==> src/design/cpid_pkg.sv <==
// Shared types, constants and saturation helper for the clamped PID step block.
package cpid_pkg;

    localparam int Q_BITS   = 16;
    localparam int DATA_W   = 16;
    localparam int GAIN_W   = 32;
    localparam int LIM_W    = 15;
    localparam int ERR_W    = 34;
    localparam int DIFF_W   = 35;
    localparam int MAG_W    = 33;
    localparam int TERM_W   = 32;
    localparam int SUM_W    = 34;
    localparam int SAT_W    = 50;
    localparam int CFG_IDX_W = 8;

    // Gear ratio division is done as a multiplication by a rounded-up reciprocal.
    // The shift covers a 32-bit dividend and the largest allowed ratio, which keeps
    // the quotient exact for every input.
    localparam int GEAR_RATIO     = 1;
    localparam int GEAR_RATIO_MAX = 64;
    localparam int GEAR_SHIFT     = 32 + $clog2(GEAR_RATIO_MAX);
    localparam int RECIP_W        = GEAR_SHIFT + 1;
    localparam logic [RECIP_W-1:0] GEAR_RECIP =
        RECIP_W'(((65'd1 << GEAR_SHIFT) + 65'(GEAR_RATIO) - 65'd1) / 65'(GEAR_RATIO));

    localparam logic signed [DIFF_W-1:0] SLEW_STEP_Q = DIFF_W'(3000 * 65536);

    localparam logic [LIM_W-1:0] LIMIT_RESET = 15'h7FFF;

    localparam logic [CFG_IDX_W-1:0] REG_GAIN_P   = 8'd0;
    localparam logic [CFG_IDX_W-1:0] REG_GAIN_I   = 8'd1;
    localparam logic [CFG_IDX_W-1:0] REG_GAIN_D   = 8'd2;
    localparam logic [CFG_IDX_W-1:0] REG_P_LIMIT  = 8'd3;
    localparam logic [CFG_IDX_W-1:0] REG_I_LIMIT  = 8'd4;
    localparam logic [CFG_IDX_W-1:0] REG_D_LIMIT  = 8'd5;
    localparam logic [CFG_IDX_W-1:0] REG_DRIVE_LIMIT = 8'd6;
    localparam logic [CFG_IDX_W-1:0] REG_DEADBAND = 8'd7;

    typedef struct packed {
        logic [GAIN_W-1:0] gain_p;
        logic [GAIN_W-1:0] gain_i;
        logic [GAIN_W-1:0] gain_d;
        logic [LIM_W-1:0]  p_lim;
        logic [LIM_W-1:0]  i_lim;
        logic [LIM_W-1:0]  d_lim;
        logic [LIM_W-1:0]  drive_lim;
        logic [LIM_W-1:0]  deadband;
    } cfg_t;

    // Symmetric saturation of a Q16.16 value at +-lim.
    function automatic logic signed [TERM_W-1:0] sat_q(
        input logic signed [SAT_W-1:0] v,
        input logic [LIM_W-1:0]        lim
    );
        logic signed [SAT_W-1:0] l;
        l = $signed({{(SAT_W-LIM_W-Q_BITS){1'b0}}, lim, {Q_BITS{1'b0}}});
        if (v > l)
        begin
            return TERM_W'(l);
        end
        else if (v < -l)
        begin
            return TERM_W'(-l);
        end
        else
        begin
            return TERM_W'(v);
        end
    endfunction

endpackage

==> src/design/cpid_error_stage.sv <==
// Input register, gear ratio division, deadbanded error and error difference.
module cpid_error_stage (
    input  logic                                 clk,
    input  logic                                 rst_n,
    input  logic                                 en,
    input  logic                                 in_fire,
    input  logic signed [cpid_pkg::DATA_W-1:0]   target,
    input  logic signed [cpid_pkg::DATA_W-1:0]   measured,
    input  logic [cpid_pkg::LIM_W-1:0]           deadband,
    output logic                                 b_valid,
    output logic signed [cpid_pkg::ERR_W-1:0]    b_err,
    output logic signed [cpid_pkg::DIFF_W-1:0]   b_ediff,
    output logic                                 b_moving
);

    localparam int PROD_W = cpid_pkg::DATA_W + cpid_pkg::RECIP_W;
    localparam int GEARED_W = 32;

    logic                                 a_valid_reg;
    logic signed [cpid_pkg::DATA_W-1:0]   a_target_reg;
    logic signed [cpid_pkg::DATA_W-1:0]   a_measured_reg;
    logic signed [cpid_pkg::ERR_W-1:0]    prev_err_reg;
    logic                                 b_valid_reg;
    logic signed [cpid_pkg::ERR_W-1:0]    b_err_reg;
    logic signed [cpid_pkg::DIFF_W-1:0]   b_ediff_reg;
    logic                                 b_moving_reg;

    logic                                 meas_neg;
    logic [cpid_pkg::DATA_W-1:0]          meas_mag;
    logic [PROD_W-1:0]                    recip_prod;
    logic [GEARED_W-1:0]                  geared_mag;
    logic signed [cpid_pkg::ERR_W-1:0]    geared;
    logic signed [cpid_pkg::ERR_W-1:0]    target_q;
    logic signed [cpid_pkg::ERR_W-1:0]    err_raw;
    logic [cpid_pkg::ERR_W-1:0]           err_mag;
    logic [cpid_pkg::ERR_W-1:0]           band_q;
    logic signed [cpid_pkg::ERR_W-1:0]    err;
    logic signed [cpid_pkg::DIFF_W-1:0]   ediff;

    always_comb
    begin
        meas_neg   = a_measured_reg[cpid_pkg::DATA_W-1];
        meas_mag   = meas_neg ? cpid_pkg::DATA_W'(-a_measured_reg)
                              : cpid_pkg::DATA_W'(a_measured_reg);
        recip_prod = PROD_W'(meas_mag) * PROD_W'(cpid_pkg::GEAR_RECIP);
        geared_mag = GEARED_W'(recip_prod >> (cpid_pkg::GEAR_SHIFT - cpid_pkg::Q_BITS));
        geared     = meas_neg ? -$signed({2'b00, geared_mag}) : $signed({2'b00, geared_mag});
        target_q   = $signed({{2{a_target_reg[cpid_pkg::DATA_W-1]}}, a_target_reg,
                              {cpid_pkg::Q_BITS{1'b0}}});
        err_raw    = target_q - geared;
        err_mag    = err_raw[cpid_pkg::ERR_W-1] ? cpid_pkg::ERR_W'(-err_raw)
                                                : cpid_pkg::ERR_W'(err_raw);
        band_q     = {{(cpid_pkg::ERR_W-cpid_pkg::LIM_W-cpid_pkg::Q_BITS){1'b0}},
                      deadband, {cpid_pkg::Q_BITS{1'b0}}};
        err        = (err_mag < band_q) ? '0 : err_raw;
        ediff      = cpid_pkg::DIFF_W'(err) - cpid_pkg::DIFF_W'(prev_err_reg);
    end

    always_ff @(posedge clk or negedge rst_n)
    begin
        if (!rst_n)
        begin
            a_valid_reg  <= 1'b0;
            b_valid_reg  <= 1'b0;
            prev_err_reg <= '0;
        end
        else if (en)
        begin
            a_valid_reg <= in_fire;
            b_valid_reg <= a_valid_reg;
            if (a_valid_reg)
            begin
                prev_err_reg <= err;
            end
        end
    end

    always_ff @(posedge clk)
    begin
        if (en && in_fire)
        begin
            a_target_reg   <= target;
            a_measured_reg <= measured;
        end
        if (en && a_valid_reg)
        begin
            b_err_reg    <= err;
            b_ediff_reg  <= ediff;
            b_moving_reg <= (geared_mag != '0);
        end
    end

    assign b_valid  = b_valid_reg;
    assign b_err    = b_err_reg;
    assign b_ediff  = b_ediff_reg;
    assign b_moving = b_moving_reg;

endmodule

==> config.mk <==
export PLATFORM = sky130hd
export DESIGN_NAME = cpid_error_stage
export DESIGN_NICKNAME = d
export VERILOG_FILES = /design/src/design/cpid_pkg.sv /design/src/design/cpid_error_stage.sv
export SDC_FILE = /design/constraint.sdc
export NUM_CORES = 1
export LEC_CHECK = 0
export ABC_AREA = 1
export BUFFER_PORTS_ARGS = -buffer_cell sky130_fd_sc_hd__buf_4
export CORE_MARGIN = 1
export CORE_UTILIZATION = 50
export DETAILED_ROUTE_END_ITERATION = 10
export PLACE_DENSITY = 0.73
export SYNTH_ARGS = -nofsm -noshare
export SYNTH_HDL_FRONTEND = slang
export SYNTH_SLANG_ARGS = --single-unit
==> constraint.sdc <==
create_clock -name clk -period 9.56 [get_ports clk]
set_clock_uncertainty 0.1 [all_clocks]
set_input_delay 0.478 -clock clk [delete_from_list [all_inputs] [get_ports clk]]
set_output_delay 0.478 -clock clk [all_outputs]
set_load 0.02 [all_outputs]
==> run_results.csv, run 1 <==
group,metric,value,unit
floorplanning,ios,122,
detailed_routing,initialDrtViolationCount,319,
detailed_routing,postRouteAntennaNets,0,
pwr,powerDensity,285,mW/mm²
worst_setup_path,end_kind,"flip-flop",
cells_and_area,multiInputGateArea,0.00355,mm²
sta,tns,0,ns
cells_and_area,regArea,0.00260,mm²
sta,slew_headroom,0.232,
worst_setup_path,required,9.57,ns
cells_and_area,fillers,1253,
yosys,yosysTopAreaCell,"edfxtp_1",
detailed_routing,wl_per_cell,12.0,µm
yosys,synthFlopType,"edfxtp_1",
yosys,synth.top_cell.area_share,0.303,
detailed_routing,wl,14.0,mm
cells_and_area,area_growth,14.1,%
floorplanning,dieArea,0.0144,mm²
pwr,pwr-share-comb,0.566,
yosys,synth_edf_count,70,
sta,worst_pin_slew,1.15,ns
yosys,synth_cells,891,
detailed_routing,via_per_inst,4.88,
floorplanning,fp.dieW,120,µm
clocking,cts_sinks,90,
clocking,h-tree-depth,3,
yosys,avgSynthCellArea,7.79,µm²
yosys,synthArstFlopShare,0.222,
pwr,switching_share,0.433,
yosys,ys_seq_elements,90,
worst_setup_path,start_kind,"flip-flop",
worst_setup_path,critical_path_class,"flip-flop to flip-flop",
grt,grt_pass1_wl,23.7,mm
placed_design,gp_congestion,0.887,
clocking,tritoncts,"done",
cells_and_area,largest_reg_flops,19,
yosys,yosysWarnings,0,
placed_design,io_buffers,89,
cells_and_area,antenna_cells,0,
yosys,yosysSeqAreaShare,0.375,
grt,grt_max_degree,57,
yosys,ys_top_cells_by_area,"edfxtp_1 30%, nand2_1 13%, ha_1 9.7%",
clocking,cts-buffers-inserted,9,
sta,finalCritPeriodShare,0.901,
pwr,vdd_drop_max,0.118,mV
placed_design,dp.cells,1145,
clocking,post_cts_resized,0,
pwr,pwr-share-clk,0.155,
yosys,synthesis.area,0.00694,mm²
sta,rsz0062_at_grt,"false",
grt,grt_use_total,0.210,
status,status,"finished, final reports clean",
grt,overflow,0,
pwr,leakagePower,4.02,nW
floorplanning,start_util,0.518,
sta,slew_violations,0,
pwr,p_switching,975,µW
worst_setup_path,critPathMaxFanout,37,
pwr,power_frac_seq,0.279,
cells_and_area,final_util,0.591,
floorplanning,core,0.0134,mm²
job,maxCapViolations,0,
detailed_routing,first_pass_iters,5,
min_path,holdCritPathClass,"input port to flip-flop",
yosys,synth_most_common_cell,"nand2_1",
worst_setup_path,cpMostUsedCell,"nand2_1",
grt,grt_pass1_vias,5430,
cells_and_area,final_cell_count_no_fill,1162,
sta,hold_viol,0,
sta,fmax,116,MHz
sta,layout_min_cycle_time,8.62,ns
clocking,insertion_delay,0.35,ns
cells_and_area,drive_gt1_frac,0.155,
floorplanning,fp.dieH,120,µm
detailed_routing,num_vias,5675,
cells_and_area,fin_nets,1086,
pwr,internal-power,1.28,mW
yosys,synthTopCellsByCount,"239 x nand2_1, 144 x inv_1, 70 x edfxtp_1",
placed_design,dpl.hpwl,11.1,mm
clocking,cts_buffer_depth,2,
clocking,clkTransAtPathRegs,0.07,ns
detailed_routing,drc,0,
yosys,synth.distinct_cells,42,
floorplanning,num_rows,42,
worst_setup_path,critPathArrivalTime,8.62,ns
clocking,cts_root_buffer,"clkbuf_16",
worst_setup_path,crit_slowest_cell,"edfxtp_1",
grt,antenna_found_initial,0,
worst_setup_path,cp_slowest_stage_delay,1.11,ns
sta,setup_viol,0,
[critical path, delay by kind of cell (launching register included)]
kind / cells / cell delay [ns]
simple gates: 22 / 3.01
xor+xnor: 3 / 0.43
buf+inv: 7 / 0.83
fa+ha+maj: 3 / 1.00
compound gates: 13 / 1.85
flops: 1 / 1.11
[path summary, 6_finish.rpt]
kind                                    startpoint          endpoint  slack (ns)  cells after the start
max in group asynchronous                    rst_n  prev_err_reg[23]        8.69                      2
worst max-delay path            a_measured_reg[15]       b_ediff[30]        0.94                     48
worst min register to register    prev_err_reg[21]  prev_err_reg[21]        0.38                      2
worst max register to register  a_measured_reg[15]       b_ediff[30]        0.94                     48
min in group asynchronous                    rst_n  prev_err_reg[16]        0.44                      2
worst min-delay path                     target[8]   a_target_reg[8]        0.20                      1
[layout by cell type (no fill, tap or decap), types with 2 or more instances in the layout]
cell type and n:
nor4_1 4, xor2_1 27, a21o_1 3, buf_4 89, o31ai_1 3, o21ai_0 14, nor3_1 6, o21a_1 2
a31oi_1 2, dfrtp_1 20, clkbuf_16 9, o21ai_1 2, nor2_2 18, inv_2 6, conb_1 32, inv_1 144
clkinvlp_4 2, nand3b_1 4, nand2_2 12, nand2_1 239, nand2_4 2, ha_1 54, nand3_2 2, edfxtp_1 70
inv_6 2, nand3_1 64, nor2_1 56, nor2_4 3, o211ai_1 4, clkbuf_8 2, xnor2_1 17, a21oi_1 44
o21bai_1 2, nand4_1 17
[through the flow]
step	area [µm²]	setup WS (ns)	hold slack, ns	total power, mW
finish	7920	0.942	0.195	2.25
global route	7920	0.105	0.188	2.45
CTS	7920	1.04	0.188	2.25
detailed placement	7620	1.09	0.277	1.90
global placement	7620	1.32	0.273	1.88
floorplan	7060	2.63	0.0824	1.64
[routing by layer]
layer / wire, µm / vias up / track usage
li1: - / 2993 / -
met3: 434 / 28 / 0.0276
met1: 6270 / 2525 / 0.248
met2: 6820 / 129 / 0.374
met5: 0 / - / 0
met4: 427 / 0 / 0.102
[final cells by class]
class                           instances  share of cell area
Clock buffer                           11              0.0319
Tap cell                              176              0.0278
Timing Repair Buffer                   90              0.0856
Clock inverter                          5             0.00474
Inverter                              152              0.0727
Sequential cell                        90               0.329
Multi-Input combinational cell        638               0.449
[cells by family after synthesis]
kind of cell / share of synthesized area
other cells: 0.000540
flops: 0.375
xor+xnor: 0.0579
simple gates: 0.274
compound gates: 0.0655
buf+inv: 0.130
fa+ha+maj: 0.0974
[power by group through the flow]
stage,Sequential [mW],Combinational (mW),Clock [mW]
after floorplan,0.698,0.937,0
after global placement,0.635,1.24,0
after detailed placement,0.639,1.26,0
after CTS,0.631,1.27,0.352
after global routing,0.641,1.44,0.366
final,0.630,1.28,0.348
[timing repair]
| action | CTS | global route |
|---|---|---|
| endpoints found under the setup margin | 0 | 0 |
| buffers inserted | 0 | 0 |
| hold buffers | 1 | 0 |
| endpoints found under the hold margin | 20 | 0 |
No activity file was read; power rests on OpenSTA's default activity.
==> inputs of run 2 (changes only) <==
Settings changed: CORE_MARGIN 1 to 8.
==> run 2 against run 1 <==
  * Hold slack worse by 0.0017 ns
  * Combinational power about the same
  * Setup slack improved by 0.073 ns
==> run_results.csv, run 2 (synthesized netlist as in run 1, its figures left out) <==
group,metric,value,unit
status,status,"finished, final reports clean",
floorplanning,ios,122,
grt,grt_use_total,0.171,
worst_setup_path,required,9.56,ns
cells_and_area,final_util,0.578,
worst_setup_path,critical_path_class,"flip-flop to flip-flop",
pwr,total_power,2.28,mW
clocking,tritoncts,"done",
pwr,pwr-share-comb,0.563,
clocking,cts-buffers-inserted,9,
cells_and_area,mostFrequentLayoutCell,"nand2_1",
pwr,pwr-share-clk,0.161,
grt,grt_max_degree,57,
sta,rsz0062_at_grt,"false",
pwr,switching_share,0.433,
worst_setup_path,crit_slowest_cell,"edfxtp_1",
detailed_routing,initialDrtViolationCount,349,
pwr,power_frac_seq,0.276,
cells_and_area,drive_gt1_frac,0.155,
cells_and_area,layout_common_cells,"239 x nand2_1, 144 x inv_1, 89 x buf_4",
floorplanning,start_util,0.506,
detailed_routing,via_per_inst,4.86,
floorplanning,dieArea,0.0179,mm²
clocking,cts_buffer_depth,2,
sta,slew_headroom,0.251,
worst_setup_path,critPathArrivalTime,8.55,ns
sta,finalCritPeriodShare,0.894,
worst_setup_path,start_kind,"flip-flop",
grt,antenna_found_initial,0,
cells_and_area,fin_nets,1086,
cells_and_area,largest_reg_flops,19,
floorplanning,fp.dieH,134,µm
clocking,cts_sinks,90,
placed_design,gp_congestion,0.894,
grt,overflow,0,
grt,grt_pass1_wl,25.4,mm
cells_and_area,area_growth,14.4,%
pwr,p_switching,985,µW
sta,hold_viol,0,
sta,layout_min_cycle_time,8.54,ns
pwr,internal-power,1.29,mW
worst_setup_path,cp_slowest_stage_delay,1.09,ns
sta,worst_pin_slew,1.12,ns
clocking,h-tree-depth,3,
detailed_routing,num_vias,5670,
worst_setup_path,end_kind,"flip-flop",
floorplanning,fp.dieW,134,µm
clocking,cts_root_buffer,"clkbuf_16",
cells_and_area,fillers,1322,
detailed_routing,postRouteAntennaNets,0,
grt,grt_pass1_vias,5675,
floorplanning,num_rows,43,
sta,tns,0,ns
placed_design,dpl.hpwl,11.8,mm
pwr,powerDensity,287,mW/mm²
clocking,insertion_delay,0.35,ns
pwr,vdd_drop_max,0.134,mV
worst_setup_path,cpMostUsedCell,"nand2_1",
pwr,leakagePower,4.03,nW
clocking,clkTransAtPathRegs,0.07,ns
placed_design,io_buffers,89,
sta,fin_hold_ws,0.193,ns
worst_setup_path,critPathMaxFanout,37,
job,maxCapViolations,0,
sta,fmax,117,MHz
detailed_routing,first_pass_iters,5,
detailed_routing,wl_per_cell,12.7,µm
detailed_routing,drc,0,
cells_and_area,antenna_cells,0,
sta,slew_violations,0,
floorplanning,core,0.0137,mm²
sta,setup_viol,0,
min_path,holdCritPathClass,"input port to flip-flop",
clocking,post_cts_resized,0,
detailed_routing,wl,14.8,mm
==> run 2: changes by cell type in the layout (fill, tap and decap cells not counted) <==
| cell | change |
|---|---|
| inv_8 | +1 |
| clkbuf_8 | -2 |
| bufinv_16 | +1 |
| clkinvlp_4 | -1 |
| clkinv_2 | +1 |
==> run 2: worst paths after layout <==
path	from	end	slack, ns	cells past startpoint
worst max-delay path	a_measured_reg[15]	b_ediff[30]	1.02	49
worst min-delay path	measured[13]	a_measured_reg[13]	0.19	1
worst max register to register	a_measured_reg[15]	b_ediff[30]	1.02	49
worst min register to register	prev_err_reg[26]	prev_err_reg[26]	0.38	2
max in group asynchronous	rst_n	prev_err_reg[18]	8.69	2
min in group asynchronous	rst_n	prev_err_reg[31]	0.44	2
==> run 2: layer usage <==
| metal | vias up | wire (µm) | track usage |
|---|---|---|---|
| met3 | 27 | 767 | 0.0348 |
| met5 | - | 0 | 0 |
| met4 | 0 | 397 | 0.0805 |
| li1 | 2989 | - | - |
| met2 | 131 | 7340 | 0.306 |
| met1 | 2523 | 6270 | 0.191 |
==> run 2: final cells by class <==
class / count / area (µm²) / share of cell area
multi-input cells: 638 / 3550 / 0.448
flip-flops and latches: 90 / 2600 / 0.328
repair buffers: 90 / 678 / 0.0855
inverters: 152 / 576 / 0.0725
clock buffers: 9 / 225 / 0.0284
well taps: 180 / 225 / 0.0284
clock inverters: 7 / 76.3 / 0.00962
==> run 2: what timing repair did <==
item	CTS	global route
setup buffers	0	0
hold buffers	1	0
hold endpoints to repair	20	0
==> run 2: stage by stage <==
step           setup WS (ns)  area [µm²]  instances
4_1_cts                 1.04        7940       1166
5_1_grt                0.128        7940       1166
3_5_place_dp            1.10        7620       1149
2_1_floorplan           2.63        7060        922
6_report                1.02        7940       1166
3_3_place_gp            1.34        7620       1149
==> run 2: critical path: cells and delay by family (launching register included) <==
family / cells / cell delay [ns]
buf+inv: 7 / 0.81
xor+xnor: 3 / 0.46
compound gates: 12 / 1.56
flops: 1 / 1.09
simple gates: 24 / 3.24
fa+ha+maj: 3 / 1.01
==> run 2: power groups by stage <==
stage	registers [mW]	logic [mW]	clock network, mW
CTS	0.630	1.28	0.372
global placement	0.635	1.24	0
finish	0.629	1.28	0.366
detailed placement	0.638	1.27	0
global route	0.641	1.45	0.388
floorplan	0.698	0.937	0
