### src/design/cpid_pkg.sv
// Shared types, constants and saturation helper for the clamped PID step block.
package cpid_pkg;

    localparam int Q_BITS   = 16;
    localparam int DATA_W   = 16;
    localparam int GAIN_W   = 32;
    localparam int LIM_W    = 15;
    localparam int ERR_W    = 34;
    localparam int DIFF_W   = 35;
    localparam int MAG_W    = 33;
    localparam int TERM_W   = 32;
    localparam int SUM_W    = 34;
    localparam int SAT_W    = 50;
    localparam int CFG_IDX_W = 8;

    // Gear ratio division is done as a multiplication by a rounded-up reciprocal.
    // The shift covers a 32-bit dividend and the largest allowed ratio, which keeps
    // the quotient exact for every input.
    localparam int GEAR_RATIO     = 1;
    localparam int GEAR_RATIO_MAX = 64;
    localparam int GEAR_SHIFT     = 32 + $clog2(GEAR_RATIO_MAX);
    localparam int RECIP_W        = GEAR_SHIFT + 1;
    localparam logic [RECIP_W-1:0] GEAR_RECIP =
        RECIP_W'(((65'd1 << GEAR_SHIFT) + 65'(GEAR_RATIO) - 65'd1) / 65'(GEAR_RATIO));

    localparam logic signed [DIFF_W-1:0] SLEW_STEP_Q = DIFF_W'(3000 * 65536);

    localparam logic [LIM_W-1:0] LIMIT_RESET = 15'h7FFF;

    localparam logic [CFG_IDX_W-1:0] REG_GAIN_P   = 8'd0;
    localparam logic [CFG_IDX_W-1:0] REG_GAIN_I   = 8'd1;
    localparam logic [CFG_IDX_W-1:0] REG_GAIN_D   = 8'd2;
    localparam logic [CFG_IDX_W-1:0] REG_P_LIMIT  = 8'd3;
    localparam logic [CFG_IDX_W-1:0] REG_I_LIMIT  = 8'd4;
    localparam logic [CFG_IDX_W-1:0] REG_D_LIMIT  = 8'd5;
    localparam logic [CFG_IDX_W-1:0] REG_DRIVE_LIMIT = 8'd6;
    localparam logic [CFG_IDX_W-1:0] REG_DEADBAND = 8'd7;

    typedef struct packed {
        logic [GAIN_W-1:0] gain_p;
        logic [GAIN_W-1:0] gain_i;
        logic [GAIN_W-1:0] gain_d;
        logic [LIM_W-1:0]  p_lim;
        logic [LIM_W-1:0]  i_lim;
        logic [LIM_W-1:0]  d_lim;
        logic [LIM_W-1:0]  drive_lim;
        logic [LIM_W-1:0]  deadband;
    } cfg_t;

    // Symmetric saturation of a Q16.16 value at +-lim.
    function automatic logic signed [TERM_W-1:0] sat_q(
        input logic signed [SAT_W-1:0] v,
        input logic [LIM_W-1:0]        lim
    );
        logic signed [SAT_W-1:0] l;
        l = $signed({{(SAT_W-LIM_W-Q_BITS){1'b0}}, lim, {Q_BITS{1'b0}}});
        if (v > l)
        begin
            return TERM_W'(l);
        end
        else if (v < -l)
        begin
            return TERM_W'(-l);
        end
        else
        begin
            return TERM_W'(v);
        end
    endfunction

endpackage

### src/design/cpid_output_stage.sv
// Term sum, slew limiting against the last drive, output saturation and result register.
module cpid_output_stage (
    input  logic                                 clk,
    input  logic                                 rst_n,
    input  logic                                 en,
    input  logic [cpid_pkg::LIM_W-1:0]           drive_lim,
    input  logic                                 c_valid,
    input  logic signed [cpid_pkg::TERM_W-1:0]   c_p,
    input  logic signed [cpid_pkg::TERM_W-1:0]   c_i,
    input  logic signed [cpid_pkg::TERM_W-1:0]   c_d,
    input  logic                                 c_moving,
    output logic                                 out_valid,
    output logic signed [cpid_pkg::DATA_W-1:0]   drive
);

    logic                                 out_valid_reg;
    logic signed [cpid_pkg::DATA_W-1:0]   drive_reg;
    logic signed [cpid_pkg::TERM_W-1:0]   prev_drive_reg;

    logic signed [cpid_pkg::SUM_W-1:0]    sum;
    logic signed [cpid_pkg::DIFF_W-1:0]   diff;
    logic                                 too_fast;
    logic signed [cpid_pkg::SUM_W-1:0]    slewed;
    logic signed [cpid_pkg::TERM_W-1:0]   drive_q;
    logic signed [cpid_pkg::TERM_W:0]     rounded;

    always_comb
    begin
        sum      = cpid_pkg::SUM_W'(c_p) + cpid_pkg::SUM_W'(c_i) + cpid_pkg::SUM_W'(c_d);
        diff     = cpid_pkg::DIFF_W'(sum) - cpid_pkg::DIFF_W'(prev_drive_reg);
        too_fast = c_moving && ((diff > cpid_pkg::SLEW_STEP_Q) || (diff < -cpid_pkg::SLEW_STEP_Q));
        if (!too_fast)
        begin
            slewed = sum;
        end
        else if (diff > 0)
        begin
            slewed = cpid_pkg::SUM_W'(prev_drive_reg) + cpid_pkg::SUM_W'(cpid_pkg::SLEW_STEP_Q);
        end
        else
        begin
            slewed = cpid_pkg::SUM_W'(prev_drive_reg) - cpid_pkg::SUM_W'(cpid_pkg::SLEW_STEP_Q);
        end
        drive_q = cpid_pkg::sat_q(cpid_pkg::SAT_W'(slewed), drive_lim);
        // Bias negative values so the shift truncates toward zero.
        rounded = (cpid_pkg::TERM_W+1)'(drive_q)
                + (drive_q[cpid_pkg::TERM_W-1] ? (cpid_pkg::TERM_W+1)'(16'hFFFF) : '0);
    end

    always_ff @(posedge clk or negedge rst_n)
    begin
        if (!rst_n)
        begin
            out_valid_reg  <= 1'b0;
            prev_drive_reg <= '0;
        end
        else if (en)
        begin
            out_valid_reg <= c_valid;
            if (c_valid)
            begin
                prev_drive_reg <= drive_q;
            end
        end
    end

    always_ff @(posedge clk)
    begin
        if (en && c_valid)
        begin
            drive_reg <= rounded[cpid_pkg::Q_BITS +: cpid_pkg::DATA_W];
        end
    end

    assign out_valid = out_valid_reg;
    assign drive     = drive_reg;

endmodule

### config.mk
export PLATFORM = sky130hd
export DESIGN_NAME = cpid_output_stage
export DESIGN_NICKNAME = d
export VERILOG_FILES = /design/src/design/cpid_pkg.sv /design/src/design/cpid_output_stage.sv
export SDC_FILE = /design/constraint.sdc
export NUM_CORES = 1
export LEC_CHECK = 0
export BUFFER_PORTS_ARGS = -buffer_cell sky130_fd_sc_hd__buf_2
export CORE_ASPECT_RATIO = 1.2
export CORE_MARGIN = 5
export CORE_UTILIZATION = 40
export DETAILED_ROUTE_END_ITERATION = 12
export MAX_ROUTING_LAYER = met4
export PLACE_DENSITY = 0.68
export REMOVE_ABC_BUFFERS = 1
export SLEW_MARGIN = 20
export SYNTH_ARGS = -nofsm -noshare
export SYNTH_HDL_FRONTEND = slang
export SYNTH_SLANG_ARGS = --single-unit
### constraint.sdc
create_clock -name clk -period 14.9 [get_ports clk]
set_input_delay 0.745 -clock clk [delete_from_list [all_inputs] [get_ports clk]]
set_output_delay 0.745 -clock clk [all_outputs]
set_load 0.05 [all_outputs]
==> results of run 1 <==
[placed cells by master, fill, tap and decap left out, types with 7 or more instances in the layout]
| cell | netlist | layout |
|---|---|---|
| nor2_1 | 100 | 100 |
| and3_1 | 22 | 21 |
| buf_2 | 13 | 132 |
| nand3_1 | 39 | 38 |
| nor4_1 | 11 | 10 |
| or3_1 | 11 | 11 |
| o211ai_1 | 8 | 8 |
| clkbuf_16 | 0 | 7 |
| o21bai_1 | 17 | 16 |
| o21a_1 | 11 | 11 |
| nor2b_1 | 20 | 19 |
| inv_1 | 89 | 88 |
| o31ai_1 | 17 | 17 |
| dfrtp_1 | 33 | 33 |
| xor2_1 | 29 | 26 |
| a21o_1 | 58 | 58 |
| ha_1 | 133 | 125 |
| a21oi_1 | 107 | 95 |
| and2_1 | 9 | 8 |
| fa_1 | 35 | 34 |
| edfxtp_1 | 16 | 16 |
| nor3_1 | 29 | 27 |
| nand2b_1 | 15 | 15 |
| nand2_1 | 100 | 98 |
| a31oi_1 | 9 | 9 |
| buf_4 | 0 | 31 |
| nand4_1 | 23 | 23 |
| xnor2_1 | 54 | 50 |
| o21ai_1 | 9 | 10 |
| o21ai_0 | 73 | 66 |
| o21ai_2 | 2 | 8 |
| o2111ai_1 | 8 | 8 |
| a211oi_1 | 20 | 17 |
| a21oi_2 | 3 | 15 |
[path summary, 6_finish.rpt]
kind | startpoint | end
min in group asynchronous | rst_n | out_valid
max in group asynchronous | rst_n | prev_drive_reg[23]
max reg2reg | prev_drive_reg[0] | drive[14]
min | prev_drive_reg[18] | prev_drive_reg[18]
max | c_p[9] | drive[14]
min reg2reg | prev_drive_reg[18] | prev_drive_reg[18]
[metrics by stage]
| stage | utilization, % | worst slack [ns] | hold slack (ns) | instances | area [µm²] |
|---|---|---|---|---|---|
| floorplan | - | 0.249 | 0.449 | 1235 | 9850 |
| global placement | 44.7 | -0.680 | 0.474 | 1709 | 11100 |
| detailed placement | 44.7 | -0.705 | 0.480 | 1709 | 11100 |
| CTS | 45.6 | 0.0438 | 0.499 | 1720 | 11300 |
| global route | 47.1 | -0.119 | 0.548 | 1732 | 11700 |
| finish | 47.1 | 0.628 | 0.499 | 1732 | 11700 |
[per-layer routing]
| layer | GRT usage, % | wire length [µm] |
|---|---|---|
| met5 | - | 0 |
| met4 | 8.34 | 1360 |
| met3 | 1.51 | 1080 |
| met2 | 38.9 | 16000 |
| met1 | 23.5 | 11900 |
[cell type report]
| class | count | area share [%] |
|---|---|---|
| multi-input combinational | 1096 | 73.1 |
| sequential | 49 | 11.2 |
| timing repair buffer | 164 | 7.76 |
| tap | 325 | 3.49 |
| inverter | 90 | 2.90 |
| clock buffer | 7 | 1.50 |
| clock inverter | 1 | 0.0429 |
[logic make-up (layout without fill, tap and decap cells)]
kind of cell / count (synthesis) / count (layout) / share of synthesized area, %
and+or+nand+nor: 422 / 422 / 21.6
AOI/OAI and AO/OA: 417 / 417 / 28.7
adders and majority gates: 168 / 168 / 23.5
buffers and inverters: 135 / 262 / 5.35
xor gates and xnor gates: 83 / 83 / 7.23
DFF: 49 / 49 / 13.0
muxes: 6 / 6 / 0.623
[critical path, delay by kind of cell]
family	cells	cell delay (ns)
buf+inv	2	0.20
fa+ha+maj	6	2.06
compound gates	33	5.35
xor+xnor	3	0.42
simple gates	25	5.53
[cell usage after synthesis (all sizes together) (22+ instances only)]
cell type	number
a21o	58
fa	35
nand4	23
clkbuf	26
nor3	30
o21ai	84
a21oi	110
nand3	40
xor2	29
xnor2	54
ha	133
inv	89
dfrtp	33
nand2	101
nor2	101
and3	22
[what timing repair did]
action,CTS,global route
setup endpoints to repair,14,16
buffers inserted,3,12
hold endpoints to repair,0,0
hold buffers,0,0
pin swaps,3,32
resized for setup,6,65
==> summary.md, run 1 <==
| Metric | Value |
|---|---|
| Run status | finished clean |
| GPL Wtd Cong | 0.950 |
| Class of the worst hold path | reg -> reg |
| Layout area overhead | 16.0% |
| Full die area | 0.0284 mm² |
| Worst-path maximum fanout | 8 |
| Avg Cell Area, Syn | 7.85 µm² |
| Register area | 0.00131 mm² |
| Area of the multi-input gates | 0.00852 mm² |
| Slew Limit Fails | 0 |
| Reg clk slew, reported paths | 0.07 ns |
| DP Wirelength | 25.4 mm |
| Ys flop type | dfrtp_1 |
| Layout cells sized above 1 | 19.0% |
| Post-Syn Area | 0.0100 mm² |
| Drt total wl | 30.4 mm |
| CTS Buf Count | 5 |
| Netlist cell types | 93 |
| Largest net degree at the start of global routing | 61 |
| PortBufs | 132 |
| Kind of critical path | in -> reg |
| Worst slew margin | 23.9% |
| Skew final | 0.00948 ns |
| Die width | 155 µm |
| Slowest-stage cell, CP | or4_4 |
| Vias in the first global route | 9812 |
| Vias/cell | 5.76 |
| Period utilization | 95.8% |
| Synth top area share | 16.6% |
| R2R setup slack | 2.51 ns |
| Antenna diodes | 0 |
| Synth top area cells | ha_1 17%, dfrtp_1 8.2%, fa_1 7.0%, a21oi_1 5.3%, edfxtp_1 4.8% |
| Register area share after synthesis | 13.0% |
| Crit path time final | 14.27 ns |
| Ys async rst share | 67.3% |
| Global-route wire length before repair | 48.1 mm |
| Fin Setup TNS | 0 ns |
| Ys Warns | 0 |
| # IOs | 133 |
| Row count | 63 |
| Mean routed wirelength per cell | 17.5 µm |
| Pre-Repair DR Iteration Count | 5 |
| Max reg flops | 32 |
| Tot GR Track Use | 21.1% |
| DR DRC count | 0 |
| Die Height | 184 µm |
| Top cell type by total area after synthesis | ha_1 |
| CTS tree | yes |
| Fillers | 2534 |
| WP data arrival | 14.31 ns |
| Reg2reg path depth | 58 |
| Worst Max-Slew Pin Slew | 1.13 ns |
| Max Cap Viol | 0 |
| Root Driver | clkbuf_16 |
| Crit-path max cell delay | 0.58 ns |
| H-tree levels | 2 |
| Via count | 9981 |
| Initial antenna violation count | 0 |
| EDFF count, synth | 16 |
| Clk_lat worst skew | 0.30 ns |
| Cells after Synth | 1280 |
| Worst Setup Start Kind | input port |
| Initial Utilization | 40.6% |
| Count of final hold-check violations | 0 |
| GRT overflow | 0 |
| Max clock buf depth | 2 |
| Nets@finish | 1690 |
| Top cell by count, worst path | a21o_1 |
| Required time worst endpoint | 14.94 ns |
| Core box area | 0.0248 mm² |
| WHS Path Cells | 2 |
| Post-detailed-route count of antenna-violating nets | 0 |
| Setup violators final | 0 |
| Synthesis-stage register bit count | 49 |
| CP Capture Type | flip-flop |
| Max Clk Rate | 70.1 MHz |
| Sink Count | 49 |
| Iteration-0 DRC Markers | 566 |
Power of run 1 is not shown: default switching activity piles up to over one toggle a cycle in this logic, so the estimate is an artifact.
==> inputs of run 2 (changes only) <==
--- a/config.mk
+++ b/config.mk
@@ -5,13 +5,14 @@
 export SDC_FILE = /design/constraint.sdc
 export NUM_CORES = 1
 export LEC_CHECK = 0
+export ABC_AREA = 1
 export BUFFER_PORTS_ARGS = -buffer_cell sky130_fd_sc_hd__buf_2
 export CORE_ASPECT_RATIO = 1.2
 export CORE_MARGIN = 5
 export CORE_UTILIZATION = 40
 export DETAILED_ROUTE_END_ITERATION = 12
 export MAX_ROUTING_LAYER = met4
-export PLACE_DENSITY = 0.68
+export PLACE_DENSITY = 0.67
 export REMOVE_ABC_BUFFERS = 1
 export SLEW_MARGIN = 20
 export SYNTH_ARGS = -nofsm -noshare
==> constraint.sdc (replaced) <==
create_clock -name clk -period 14.9 [get_ports clk]
set_input_delay 0.745 -clock clk [delete_from_list [all_inputs] [get_ports clk]]
set_output_delay 0.745 -clock clk [all_outputs]
set_load 0.005 [all_outputs]
==> summary.md, run 2 <==
| Metric | Value |
|---|---|
| Run status | finished clean |
| Initial antenna violation count | 0 (unchanged) |
| GRT overflow | 0 (unchanged) |
| Commonest cells after routing, fill and taps aside | 658 x nand2_1, 299 x inv_1, 184 x nor2_1 |
| Full die area | 0.0323 mm² (+14%) |
| Die Height | 196 µm (+6.7%) |
| Reg clk slew, reported paths | 0.08 ns (about the same) |
| DR DRC count | 0 (unchanged) |
| Kind of critical path | in -> reg |
| CTS Buf Count | 5 (unchanged) |
| Ys flop type | dfrtp_1 |
| # IOs | 133 (unchanged) |
| Antenna diodes | 0 (unchanged) |
| Fin area | 0.0127 mm² (+9.0%) |
| Placed cells | 2461 (+44%) |
| Area after DPL | 0.0126 mm² (+14%) |
| Max clock buf depth | 2 (unchanged) |
| Synth top area cells | nand2_1 21%, ha_1 14%, inv_1 9.7%, dfrtp_1 7.2%, fa_1 6.1% |
| Post_cts resized | 0 (-6) |
| Root Driver | clkbuf_16 |
| Nets@finish | 2367 (+40%) |
| Largest net degree at the start of global routing | 49 (-20%) |
| Cell with the most instances after synthesis | nand2_1 |
| H-tree levels | 2 (unchanged) |
| Slew Limit Fails | 0 (unchanged) |
| Count of final hold-check violations | 0 (unchanged) |
| Initial Utilization | 40.3% (-0.31 points) |
| Period utilization | 83.8% (-12 points) |
| Skew final | 0.0101 ns (+0.000657 ns) |
| DP Wirelength | 30.9 mm (+22%) |
| Mean routed wirelength per cell | 14.4 µm (-18%) |
| Cells after Synth | 1963 (+53%) |
| Core box area | 0.0286 mm² (+15%) |
| Ys async rst share | 67.3% (unchanged) |
| Top cell by count, worst path | nand2_1 |
| Tot GR Track Use | 22.5% (+1.5 points) |
| Synthesis-stage register bit count | 49 (unchanged) |
| Worst Max-Slew Pin Slew | 0.920 ns (-0.215 ns) |
| Netlist cell types | 57 (-39%) |
| Avg Cell Area, Syn | 5.87 µm² (-25%) |
| Vias in the first global route | 12200 (+24%) |
| CTS Hold Buffers Added | 0 (unchanged) |
| Pre-Repair DR Iteration Count | 5 (unchanged) |
| Layout area overhead | 10.3% |
| GPL Wtd Cong | 0.954 (+0.47%) |
| Fin Setup TNS | 0 ns (unchanged) |
| WP data arrival | 12.55 ns (-1.76 ns) |
| Vias/cell | 5.06 (-12%) |
| Worst Setup Start Kind | input port |
| EDFF count, synth | 16 (unchanged) |
| Setup violators final | 0 (unchanged) |
| RSZ-0062 raised after global routing | no |
| Iteration-0 DRC Markers | 645 (+14%) |
| Post-CTS setup buffer count | 0 (-3) |
| PortBufs | 132 (unchanged) |
| Slowest-stage cell, CP | ha_1 |
| Max reg flops | 32 (unchanged) |
| Post-synth top cells | 658 x nand2_1, 299 x inv_1, 184 x nor2_1 |
| Max Cap Viol | 0 (unchanged) |
| Fin util | 44.5% (-2.6 points) |
| Class of the worst hold path | in -> async |
| Commonest non-fill, non-tap cell in the layout | nand2_1 |
| Die width | 165 µm (+6.6%) |
| Global-route wire length before repair | 57.7 mm (+20%) |
| Row count | 68 (+7.9%) |
| Sink Count | 49 (unchanged) |
| Worst slew margin | 38.6% (+15 points) |
| Via count | 12500 (+25%) |
| Clk_lat worst skew | 0.31 ns (about the same) |
| Crit path time final | 12.48 ns (-1.79 ns) |
| Crit-path max cell delay | 0.48 ns (-0.10 ns) |
| Required time worst endpoint | 14.97 ns (+0.03 ns) |
| Max Clk Rate | 80.1 MHz (+14%) |
| Top cell type by total area after synthesis | nand2_1 |
| Ys Warns | 0 (unchanged) |
| Worst-path maximum fanout | 22 (+14) |
| Fin cells | 2469 (+43%) |
| Post-Syn Area | 0.0115 mm² (+15%) |
| CP Capture Type | flip-flop |
| Drt total wl | 35.5 mm (+17%) |
| Post-detailed-route count of antenna-violating nets | 0 (unchanged) |
| Register area share after synthesis | 11.3% (-1.7 points) |
| Layout cells sized above 1 | 9.55% (-9.4 points) |
| Synth top area share | 21.4% (+4.9 points) |
| CTS tree | yes |
[run 2: critical path: cells and delay by family]
family,cells,cell delay [ns]
AOI/OAI and AO/OA,11,2.23
xor gates and xnor gates,1,0.19
adders and majority gates,7,2.73
buffers and inverters,8,0.72
and+or+nand+nor,49,5.90
[run 2: final cells by class]
type / count / area [µm²]
Timing Repair Buffer: 133 / 668
Tap cell: 385 / 482
Fill cell: 3172 / 15900
Sequential cell: 49 / 1310
Clock buffer: 5 / 125
Inverter: 315 / 1180
Multi-Input combinational cell: 1579 / 8910
Clock inverter: 3 / 28.8
[run 2: final timing paths]
path | startpoint | endpoint | slack (ns) | cells past startpoint
setup / recovery | c_p[1] | drive[8] | 2.42 | 76
min in group clk | prev_drive_reg[16] | prev_drive_reg[16] | 0.49 | 2
hold reg to reg | prev_drive_reg[16] | prev_drive_reg[16] | 0.49 | 2
hold / removal | rst_n | prev_drive_reg[4] | 0.49 | 1
max in group asynchronous | rst_n | prev_drive_reg[25] | 13.89 | 1
setup reg to reg | prev_drive_reg[0] | drive[8] | 5.23 | 55
[run 2: kinds of logic after synthesis]
| logic type | share of synthesized area, % |
|---|---|
| and+or+nand+nor | 40.7 |
| buffers and inverters | 11.3 |
| AOI/OAI and AO/OA | 12.3 |
| adders and majority gates | 20.5 |
| xor gates and xnor gates | 3.94 |
| DFF | 11.3 |
[run 2: metrics by stage]
step                      setup WS, ns  hold WS [ns]
final                             2.42         0.492
after global routing             0.956         0.517
after CTS                         2.46         0.497
after detailed placement          2.14         0.479
after global placement            2.39         0.473
after floorplan                   4.38         0.449
[run 2: routing by layer]
metal	track usage, %	part of all wire [%]	vias up
li1	-	-	6538
met1	26.2	43	5639
met2	40.3	50	258
met3	1.79	3.3	67
met4	8.23	4.3	0
met5	-	0	-
Power of run 2 is left out for the same reason.
